--- src/rtl/bmsi_pkg.sv ---
// ----------------------------------------------------------------------------
// bmsi_pkg
// Shared types and constants for the bank mapper with scanline interrupt.
// ----------------------------------------------------------------------------
package bmsi_pkg;

    localparam int PRG_ROM_MAX_16K_DEF = 128;

    localparam logic [7:0] PRG_SIZE_RESET = 8'd32;

    localparam logic CFG_PRG_SIZE    = 1'b0;
    localparam logic CFG_FOUR_SCREEN = 1'b1;

    typedef enum logic [1:0] {
        OP_CPU_WRITE = 2'd0,
        OP_CPU_READ  = 2'd1,
        OP_PPU       = 2'd2,
        OP_NONE      = 2'd3
    } t_opcode;

    // address bits 14:13 and bit 0 of a CPU write at or above $8000
    typedef enum logic [2:0] {
        WR_BANK_SELECT = 3'b000,
        WR_BANK_DATA   = 3'b001,
        WR_MIRROR      = 3'b010,
        WR_WRAM_CTRL   = 3'b011,
        WR_IRQ_LATCH   = 3'b100,
        WR_IRQ_RELOAD  = 3'b101,
        WR_IRQ_DISABLE = 3'b110,
        WR_IRQ_ENABLE  = 3'b111
    } t_wr_reg;

    localparam logic [2:0] SEL_R6 = 3'd6;
    localparam logic [2:0] SEL_R7 = 3'd7;

    typedef struct packed {
        logic       latch_wr;
        logic       reload;
        logic       disable_irq;
        logic       enable_irq;
        logic       ppu_access;
        logic       a12;
        logic [7:0] data;
    } t_irq_cmd;

endpackage

--- src/rtl/bmsi_irq.sv ---
// ----------------------------------------------------------------------------
// bmsi_irq
// Scanline counter: latch, reload request, enable, line and A12 edge detect.
// ----------------------------------------------------------------------------
module bmsi_irq (
    input  logic                i_clk,
    input  logic                i_rst_n,
    input  logic                i_accept,
    input  bmsi_pkg::t_irq_cmd  i_cmd,
    output logic                o_irq_line
);

    logic [7:0] r_counter, n_counter;
    logic [7:0] r_latch, n_latch;
    logic       r_enable, n_enable;
    logic       r_reload, n_reload;
    logic       r_line, n_line;
    logic       r_prev_a12, n_prev_a12;
    logic [7:0] dec;

    assign dec = r_counter - 8'd1;

    always_comb begin
        n_counter  = r_counter;
        n_latch    = r_latch;
        n_enable   = r_enable;
        n_reload   = r_reload;
        n_line     = r_line;
        n_prev_a12 = r_prev_a12;
        if (i_cmd.latch_wr) begin
            n_latch = i_cmd.data;
        end
        if (i_cmd.reload) begin
            n_reload = 1'b1;
        end
        if (i_cmd.disable_irq) begin
            n_enable = 1'b0;
            n_line   = 1'b0;
        end
        if (i_cmd.enable_irq) begin
            n_enable = 1'b1;
        end
        if (i_cmd.ppu_access) begin
            n_prev_a12 = i_cmd.a12;
            if (!r_prev_a12 && i_cmd.a12) begin
                if (r_reload || r_counter == 8'd0) begin
                    n_counter = r_latch;
                    n_reload  = 1'b0;
                end else begin
                    n_counter = dec;
                    if (dec == 8'd0 && r_enable) begin
                        n_line = 1'b1;
                    end
                end
            end
        end
    end

    always_ff @(posedge i_clk) begin
        if (!i_rst_n) begin
            r_counter  <= 8'd0;
            r_latch    <= 8'd0;
            r_enable   <= 1'b0;
            r_reload   <= 1'b0;
            r_line     <= 1'b0;
            r_prev_a12 <= 1'b0;
        end else if (i_accept) begin
            r_counter  <= n_counter;
            r_latch    <= n_latch;
            r_enable   <= n_enable;
            r_reload   <= n_reload;
            r_line     <= n_line;
            r_prev_a12 <= n_prev_a12;
        end
    end

    assign o_irq_line = r_line;

endmodule

--- src/rtl/bank_mapper_with_scanline_irq.sv ---
// ----------------------------------------------------------------------------
// bank_mapper_with_scanline_irq
// Cartridge bank mapper: CPU register writes, PRG and CHR bank translation,
// scanline counter clocked by rising PPU A12.
// ----------------------------------------------------------------------------
// Each beat is decoded in the cycle it is accepted and its result appears in
// the output register on the next edge; one beat per cycle is sustained while
// the output is not stalled, set by the single decode and update step between
// the input and the result register. The status outputs show the mapper state after the last beat.
// Configuration writes are taken at once (ready is always high).
module bank_mapper_with_scanline_irq #(
    parameter int PRG_ROM_MAX_16K = bmsi_pkg::PRG_ROM_MAX_16K_DEF
) (
    input  logic        i_clk,
    input  logic        i_rst_n,
    input  logic        i_valid,
    output logic        o_stall,
    input  logic [1:0]  i_opcode,
    input  logic [15:0] i_cpu_addr,
    input  logic [7:0]  i_write_data,
    input  logic [13:0] i_ppu_addr,
    output logic        o_valid,
    input  logic        i_stall,
    output logic [7:0]  o_prg_bank,
    output logic [7:0]  o_chr_bank,
    output logic        o_irq_line,
    output logic        o_mirror_horizontal,
    output logic        o_wram_enable,
    output logic        o_wram_protect,
    output logic [1:0]  o_wram_page,
    input  logic        i_cfg_valid,
    output logic        o_cfg_ready,
    input  logic        i_cfg_index,
    input  logic [7:0]  i_cfg_data
);

    localparam logic [7:0] PRG_MAX = 8'(PRG_ROM_MAX_16K);

    logic [7:0] r_prg_size;
    logic       r_four_screen;
    logic [7:0] r_bank_select;
    logic [7:0] r_chr [6];
    logic [7:0] r_r6;
    logic [7:0] r_r7;
    logic       r_mirror;
    logic [3:0] r_wram;
    logic       r_out_valid;
    logic [7:0] r_prg_out, n_prg_out;
    logic [7:0] r_chr_out, n_chr_out;

    logic               accept;
    bmsi_pkg::t_opcode  opcode;
    bmsi_pkg::t_wr_reg  wr_reg;
    logic               wr_en;
    logic [7:0]         size_c;
    logic [7:0]         last_bank;
    logic [7:0]         penult_bank;
    logic [2:0]         slot;
    bmsi_pkg::t_irq_cmd irq_cmd;

    assign o_stall     = r_out_valid && i_stall;
    assign accept      = i_valid && !o_stall;
    assign o_cfg_ready = 1'b1;
    assign opcode      = bmsi_pkg::t_opcode'(i_opcode);
    assign wr_reg      = bmsi_pkg::t_wr_reg'({i_cpu_addr[14:13], i_cpu_addr[0]});
    assign wr_en       = (opcode == bmsi_pkg::OP_CPU_WRITE) && i_cpu_addr[15];

    always_comb begin
        if (r_prg_size == 8'd0) begin
            size_c = 8'd1;
        end else if (r_prg_size > PRG_MAX) begin
            size_c = PRG_MAX;
        end else begin
            size_c = r_prg_size;
        end
    end

    assign last_bank   = 8'({1'b0, size_c, 1'b0} - 10'd1);
    assign penult_bank = last_bank - 8'd1;
    assign slot        = i_ppu_addr[12:10] ^ {r_bank_select[7], 2'b00};

    always_comb begin
        n_prg_out = 8'd0;
        if (opcode == bmsi_pkg::OP_CPU_READ) begin
            case (i_cpu_addr[15:13])
                3'd4: n_prg_out = r_bank_select[6] ? penult_bank : r_r6;
                3'd5: n_prg_out = r_r7;
                3'd6: n_prg_out = r_bank_select[6] ? r_r6 : penult_bank;
                3'd7: n_prg_out = last_bank;
                default: n_prg_out = 8'd0;
            endcase
        end
    end

    always_comb begin
        n_chr_out = 8'd0;
        if (opcode == bmsi_pkg::OP_PPU && !i_ppu_addr[13]) begin
            case (slot)
                3'd0: n_chr_out = r_chr[0];
                3'd1: n_chr_out = {r_chr[0][7:1], 1'b1};
                3'd2: n_chr_out = r_chr[1];
                3'd3: n_chr_out = {r_chr[1][7:1], 1'b1};
                3'd4: n_chr_out = r_chr[2];
                3'd5: n_chr_out = r_chr[3];
                3'd6: n_chr_out = r_chr[4];
                3'd7: n_chr_out = r_chr[5];
                default: n_chr_out = 8'd0;
            endcase
        end
    end

    always_comb begin
        irq_cmd             = '0;
        irq_cmd.data        = i_write_data;
        irq_cmd.a12         = i_ppu_addr[12];
        irq_cmd.ppu_access  = (opcode == bmsi_pkg::OP_PPU);
        irq_cmd.latch_wr    = wr_en && (wr_reg == bmsi_pkg::WR_IRQ_LATCH);
        irq_cmd.reload      = wr_en && (wr_reg == bmsi_pkg::WR_IRQ_RELOAD);
        irq_cmd.disable_irq = wr_en && (wr_reg == bmsi_pkg::WR_IRQ_DISABLE);
        irq_cmd.enable_irq  = wr_en && (wr_reg == bmsi_pkg::WR_IRQ_ENABLE);
    end

    bmsi_irq u_irq (
        .i_clk      (i_clk),
        .i_rst_n    (i_rst_n),
        .i_accept   (accept),
        .i_cmd      (irq_cmd),
        .o_irq_line (o_irq_line)
    );

    always_ff @(posedge i_clk) begin
        if (!i_rst_n) begin
            r_prg_size    <= bmsi_pkg::PRG_SIZE_RESET;
            r_four_screen <= 1'b0;
        end else if (i_cfg_valid && o_cfg_ready) begin
            case (i_cfg_index)
                bmsi_pkg::CFG_PRG_SIZE:    r_prg_size    <= i_cfg_data;
                bmsi_pkg::CFG_FOUR_SCREEN: r_four_screen <= i_cfg_data[0];
                default: ;
            endcase
        end
    end

    always_ff @(posedge i_clk) begin
        if (!i_rst_n) begin
            r_bank_select <= 8'd0;
            r_chr         <= '{default: 8'd0};
            r_r6          <= 8'd0;
            r_r7          <= 8'd0;
            r_mirror      <= 1'b0;
            r_wram        <= 4'd0;
        end else if (accept && wr_en) begin
            case (wr_reg)
                bmsi_pkg::WR_BANK_SELECT: r_bank_select <= i_write_data;
                bmsi_pkg::WR_BANK_DATA: begin
                    case (r_bank_select[2:0])
                        3'd0: r_chr[0] <= {i_write_data[7:1], 1'b0};
                        3'd1: r_chr[1] <= {i_write_data[7:1], 1'b0};
                        3'd2: r_chr[2] <= i_write_data;
                        3'd3: r_chr[3] <= i_write_data;
                        3'd4: r_chr[4] <= i_write_data;
                        3'd5: r_chr[5] <= i_write_data;
                        bmsi_pkg::SEL_R6: r_r6 <= i_write_data;
                        bmsi_pkg::SEL_R7: r_r7 <= i_write_data;
                        default: ;
                    endcase
                end
                bmsi_pkg::WR_MIRROR: begin
                    if (!r_four_screen) begin
                        r_mirror <= i_write_data[0];
                    end
                end
                bmsi_pkg::WR_WRAM_CTRL: r_wram <= {i_write_data[7:6], i_write_data[1:0]};
                default: ;
            endcase
        end
    end

    always_ff @(posedge i_clk) begin
        if (!i_rst_n) begin
            r_out_valid <= 1'b0;
        end else if (accept) begin
            r_out_valid <= 1'b1;
        end else if (!i_stall) begin
            r_out_valid <= 1'b0;
        end
    end

    always_ff @(posedge i_clk) begin
        if (accept) begin
            r_prg_out <= n_prg_out;
            r_chr_out <= n_chr_out;
        end
    end

    assign o_valid             = r_out_valid;
    assign o_prg_bank          = r_prg_out;
    assign o_chr_bank          = r_chr_out;
    assign o_mirror_horizontal = r_mirror;
    assign o_wram_enable       = r_wram[3];
    assign o_wram_protect      = r_wram[2];
    assign o_wram_page         = r_wram[1:0];

endmodule
--- config.mk ---
export PLATFORM = sky130hd
export DESIGN_NAME = bank_mapper_with_scanline_irq
export DESIGN_NICKNAME = d
export VERILOG_FILES = /design/src/rtl/bmsi_pkg.sv /design/src/rtl/bmsi_irq.sv /design/src/rtl/bank_mapper_with_scanline_irq.sv
export SDC_FILE = /design/constraint.sdc
export NUM_CORES = 1
export LEC_CHECK = 0
export BUFFER_PORTS_ARGS = -buffer_cell sky130_fd_sc_hd__buf_2
export CAP_MARGIN = 40
export CORE_MARGIN = 5
export CORE_UTILIZATION = 40
export CTS_BUF_LIST = sky130_fd_sc_hd__clkbuf_2
export CTS_CLUSTER_SIZE = 12
export DETAILED_ROUTE_END_ITERATION = 6
export SYNTH_ARGS = -nofsm -noshare
export SYNTH_HDL_FRONTEND = slang
export SYNTH_SLANG_ARGS = --single-unit
--- constraint.sdc ---
create_clock -name i_clk -period 2.89 [get_ports i_clk]
set_clock_uncertainty 0.2 [all_clocks]
set_input_delay 0.578 -clock i_clk [delete_from_list [all_inputs] [get_ports i_clk]]
set_output_delay 0.578 -clock i_clk [all_outputs]
set_load 0.02 [all_outputs]
## After elaboration in Yosys (flattened, before gate mapping)

Cells that the tools add are included.

- Output and inout port bits: 25
- Flip-flop bits (word level): 121
- Input bits: 54
- Logic and storage cells: 117

- Muxes and demuxes: 20
- Bitwise logic cells: 3
- Eq/ne operators: 28
- $lt $le $gt $ge: 1
- Add/subtract/negate cells: 3
- Reductions and logical operators: 40

Operator list:

| kind | number |
|---|---|
| case mux 8 bit (8 select lines) | 1 |
| equality test 3 bit (second input constant) | 16 |
| case mux 8 bit (4 select lines) | 1 |
| AND reduction 3 bit | 10 |
| logical NOT 8 bit | 3 |
| two-way mux 8 bit | 3 |
| subtractor 8 x 1 -> 8 bit (second input constant) | 3 |
| equality test 3 x 2 -> 1 bit (second input constant) | 6 |
| two-way mux 7 bit | 2 |
| AND reduction 2 bit | 7 |
| two-way mux 1 bit | 13 |
| logical AND 1 bit | 11 |
| equality test 3 x 1 -> 1 bit (second input constant) | 3 |
| logical NOT 3 bit | 3 |
| greater-than comparator 8 bit (second input constant) | 1 |
| logical NOT 1 bit | 3 |
| bitwise XOR 3 bit | 1 |
| equality test 2 x 1 -> 1 bit (second input constant) | 1 |
| equality test 2 bit (second input constant) | 1 |
| logical NOT 2 bit | 1 |
| inequality test 2 x 1 -> 1 bit (second input constant) | 1 |
| NOT 1 bit | 2 |
| nonzero test 2 bit | 1 |
| logical OR 1 bit | 1 |

## Longest topological paths before layout

- Word-level depth: 8
- Gate-level depth with buffers: 11
- Depth with buffers taken out: 10

## Modules after synthesis

From an unflattened synthesis, not the netlist that was laid out.

- Cell total of the unflattened synthesis: 616
- Area total of the unflattened synthesis: 5,831.8 µm²

By module, submodules not included:

| module | sequential area each (µm²) | cells an instance | area each (µm²) | times used |
|---|---|---|---|---|
| bank_mapper_with_scanline_irq | 2,122.0 | 488 | 4,779.6 | 1 |
| bmsi_irq | 400.4 | 128 | 1,052.3 | 1 |

## Worst setup path after synthesis

Ideal clock, no wire load.

- Path type: reg2reg
- Start point: register r_prg_size[2]
- End point: register r_prg_out[5], in the netlist o_prg_bank[5] (data pin)
- Path buffers: 1
- Setup slack: 0.125 ns
- Arrival time: 2.298 ns
- Required time: 2.422 ns
- Clock period less this slack: 2.765 ns
- Library setup time: 0.268 ns
- Cell stages (with the launch flop): 11
- Cell sequence: dfxtp_1 > clkbuf_1 > nor4_1 > nor3b_1 > o21bai_1 > ha_1 > xnor2_1 > nand2_1 > or3b_2 > a32oi_1 > a21oi_1

- Word-level cells in the longest chain between the ends: 7
- Elaborated cells between the ends (all ways): 9
- Those cells by class: add/sub: 2; order compare: 1; mux: 5; reduce/logical: 1

Ends and longest elaborated chain:

| element | line | RTL |
|---|---|---|
| start: declaration | bank_mapper_with_scanline_irq.sv:39 | `logic [7:0] r_prg_size;` |
| start signal: assignment | bank_mapper_with_scanline_irq.sv:133 | `r_prg_size <= bmsi_pkg::PRG_SIZE_RESET;` |
| start signal: assignment | bank_mapper_with_scanline_irq.sv:137 | `bmsi_pkg::CFG_PRG_SIZE: r_prg_size <= i_cfg_data;` |
| greater-than comparator 8 bit | bank_mapper_with_scanline_irq.sv:71 | `end else if (r_prg_size > PRG_MAX) begin` |
| two-way mux 7 bit | bank_mapper_with_scanline_irq.sv:71 |  |
| two-way mux 7 bit * | bank_mapper_with_scanline_irq.sv:69 | `if (r_prg_size == 8'd0) begin` |
| subtractor 8 x 1 -> 8 bit * | bank_mapper_with_scanline_irq.sv:78 | `assign last_bank = 8'({1'b0, size_c, 1'b0} - 10'd1);` |
| subtractor 8 x 1 -> 8 bit | bank_mapper_with_scanline_irq.sv:79 | `assign penult_bank = last_bank - 8'd1;` |
| two-way mux 8 bit (on tied branches) | bank_mapper_with_scanline_irq.sv:88, bank_mapper_with_scanline_irq.sv:86 |  |
| case mux 8 bit (4 select lines) * | bank_mapper_with_scanline_irq.sv:85 | `case (i_cpu_addr[15:13])` |
| end signal: assignment | bank_mapper_with_scanline_irq.sv:191 | `r_prg_out <= n_prg_out;` |
| end: declaration | bank_mapper_with_scanline_irq.sv:48 | `logic [7:0] r_prg_out, n_prg_out;` |

Every way passes the cells marked *; elsewhere a longest branch is shown, timed or not.
A chain may end at the register's enable or synchronous reset.

## Worst setup path in the final report

- Start point: register r_prg_size[5]
- End point: register r_prg_out[5], in the netlist o_prg_bank[5] (data pin)

Same word-level chain as after synthesis.

==> results.cfg <==
[status]
status = finished clean

[sta]
fin_crit_ns = 2.72
finalSetupViolCount = 0
maxSlewViolCount = 0
tightest_slew_ns = 0.681
fin_crit_sh_pct = 94.0
fmax_mhz = 368
maxSlewHeadroom_pct = 54.4
rsz0062_at_grt = no
hold_viol = 0
setup_tns_ns = 0

[worst_setup_path]
path_buf_inv = 1
cpMaxStageDelayCell = or3b_2
cpPeakStageDelay_ns = 0.46
path_delay_family = simple AND/OR/NAND/NOR gates
required_ns = 3.14
cp.arrival_ns = 2.97
end_kind = register
crit_chain = nor4_4 -> nor3b_2 -> o21bai_1 -> inv_1 -> ha_1 -> nor2b_2 -> nand2_1 -> or3b_2 -> a32oi_1 -> a21oi_1
cp-start-kind = register
cp_max_fo = 5
worstSetupPathType = register to register

[route]
routedWlPerCell_um = 15.3
ant_nets = 0
vias = 4747
dr.pass1.iters = 5
via_per_inst = 5.22
routed_wl_um = 13900
route.detailed.drc = 0
drt-initial-drc-count = 350

[logic_synthesis]
yosysSeqAreaShare_pct = 45.5
synth_edf_count = 16
synth_ff_type = dfxtp_1
yosysTopAreaCell = dfxtp_1
ys_types = 60
ys_warn_count = 0
netlist_area_sq_um = 5540
ys_seq_elements = 118
async_reset_ff_share_pct = 0
synth_top_area_share_pct = 36.9
synth.top_cells.by_area = dfxtp_1 (37%), mux2i_1 (10%), nand2_1 (9.4%)
syn_inst = 653
syn_area_per_cell_sq_um = 8.48
synthesis.nets = 713

[floorplan]
ioPinCount = 79
num_rows = 43
die_w_um = 128
die_h_um = 128
start_util_pct = 40.4
die-area_sq_um = 16300
fp.coreArea_sq_um = 13700

[global_routing]
antenna_found_initial = 1
track_usage_pct = 17.6
grt_overflow = 0
grt_pass1_wl_um = 22700
grt_max_degree = 93
first_global_vias = 4501

[clock_tree]
clk_path_buf_depth = 2
cts_made_buffers = 17
clk_latency_ns = 0.68
cts_sinks = 118
postCtsSetupBuffers = 0
clkTransAtPathRegs_ns = 0.17
h-tree-depth = 4
cts_tree = yes
cts-root-buf = clkbuf_2

[layout]
final_nets = 775
final_common_cell = nand2_1
fin_area_sq_um = 6470
drive_above_1_share_pct = 15.9
syn_to_final_growth_pct = 16.8
most-common-layout-cells = nand2_1 (138), dfxtp_1 (100), a21oi_1 (73), nor2_1 (60), mux2i_1 (57)

[power_and_ir_drop]
seq_power_share_pct = 53.9
p_switching_w = 0.000799
vdd_drop_max_mv = 0.209
p_comb_share_pct = 9.4
report.power.total_w = 0.00315
p_clk_share_pct = 36.7
p_leak_nw = 2.36
swShare_pct = 25.3
p_int_w = 0.00235
powerDensity_nw_per_um2 = 487

[job]
maxCapViolations = 0

[place]
gp_congestion = 0.869
dp_hpwl_um = 9510
placed_cell_area_sq_um = 5970
io_buffers = 55

[hold_path]
hp-class = input port to register
[power by group through the flow]
stage	registers [W]	clock network, W	logic (W)
2_1_floorplan	0.00174	0	0.000161
3_3_place_gp	0.00173	0	0.000265
3_5_place_dp	0.00173	0	0.000270
4_1_cts	0.00170	0.00119	0.000293
5_1_grt	0.00170	0.00127	0.000322
6_report	0.00170	0.00116	0.000296
[kinds of logic (layout without fill, tap and decap cells)]
| logic type | after synthesis | after routing | share of synthesized area, % |
|---|---|---|---|
| flip-flops | 118 | 118 | 45.5 |
| AND/OR/NAND/NOR | 277 | 277 | 23.6 |
| other | 1 | 2 | 0.0677 |
| buffers and inverters | 52 | 127 | 3.70 |
| multiplexers | 57 | 57 | 10.3 |
| XOR/XNOR | 8 | 8 | 1.27 |
| AO/OA/AOI/OAI | 134 | 134 | 14.2 |
| adder cells (fa/ha/maj) | 6 | 6 | 1.36 |
[per-stage QoR]
step                      hold WS, ns  utilization (%)  instances  setup WS (ns)
after detailed placement        0.243             43.5        855         0.0588
after CTS                      0.0120             46.9        908         0.0371
after floorplan                 0.228                -        653          0.125
after global placement          0.238             43.5        855          0.134
after global routing          0.00621             47.2        909         0.0224
final                          0.0808             47.2        909          0.174
[final timing paths]
kind                                                    end  slack, ns                  startpoint  depth (start not counted)
worst min-delay path                   o_valid$_SDFFE_PN0P_       0.08                     i_rst_n                          2
worst min register to register       r_chr[29]$_SDFFE_PN0P_       0.26      r_chr[29]$_SDFFE_PN0P_                          2
worst max register to register  o_prg_bank[5]$_SDFFCE_PP0P_       0.17  r_prg_size[5]$_SDFFE_PN1P_                         10
worst max-delay path            o_prg_bank[5]$_SDFFCE_PP0P_       0.17  r_prg_size[5]$_SDFFE_PN1P_                         10
[routing by layer]
layer / up-vias / GRT usage, % / part of all wire, %
li1: 2369 / - / -
met1: 2211 / 23.2 / 47
met2: 144 / 28.5 / 46
met3: 23 / 4.08 / 5.2
met4: 0 / 6.24 / 1.8
met5: - / 0 / 0
[final cells by class]
cell class | instances | area (sq um)
fillers | 1339 | 7250
repair buffers | 89 | 596
clock inverters | 13 | 161
flip-flops and latches | 118 | 2520
multi-input cells | 483 | 2840
well taps | 180 | 225
inverters | 6 | 22.5
clock buffers | 19 | 95.1
diodes | 1 | 2.50
[cell usage after synthesis, drive strengths merged (3+ instances only)]
library cell and instances:
nand2 138, dfxtp 102, a21oi 73, nor2 60, mux2i 57, clkbuf 39, o21ai 25, edfxtp 16
nor3 14, nand3 13, buf 7, a22o 6, and2 6, ha 6, inv 6, nand2b 6
nor2b 6, nor4 6, xnor2 5, a22oi 4, nor3b 4, o22ai 4, or3 4, a2bb2oi 3
a31oi 3, and3 3, nand3b 3, nand4b 3, xor2 3
[state kept, by name, indices dropped and copies added (netlist names), 4 cells and up]
signal	flops
r_chr	46
o_chr_bank	8
o_prg_bank	8
r_prg_size	8
r_r6	8
r_r7	8
u_irq.r_counter	8
u_irq.r_latch	8
r_bank_select	5
r_wram	4
[what timing repair did]
item	in CTS	in global routing
resized for setup	0	7
endpoints found under the hold margin	32	0
hold buffers	21	0
endpoints found under the setup margin	0	2
(Power assumes the default switching activity.)
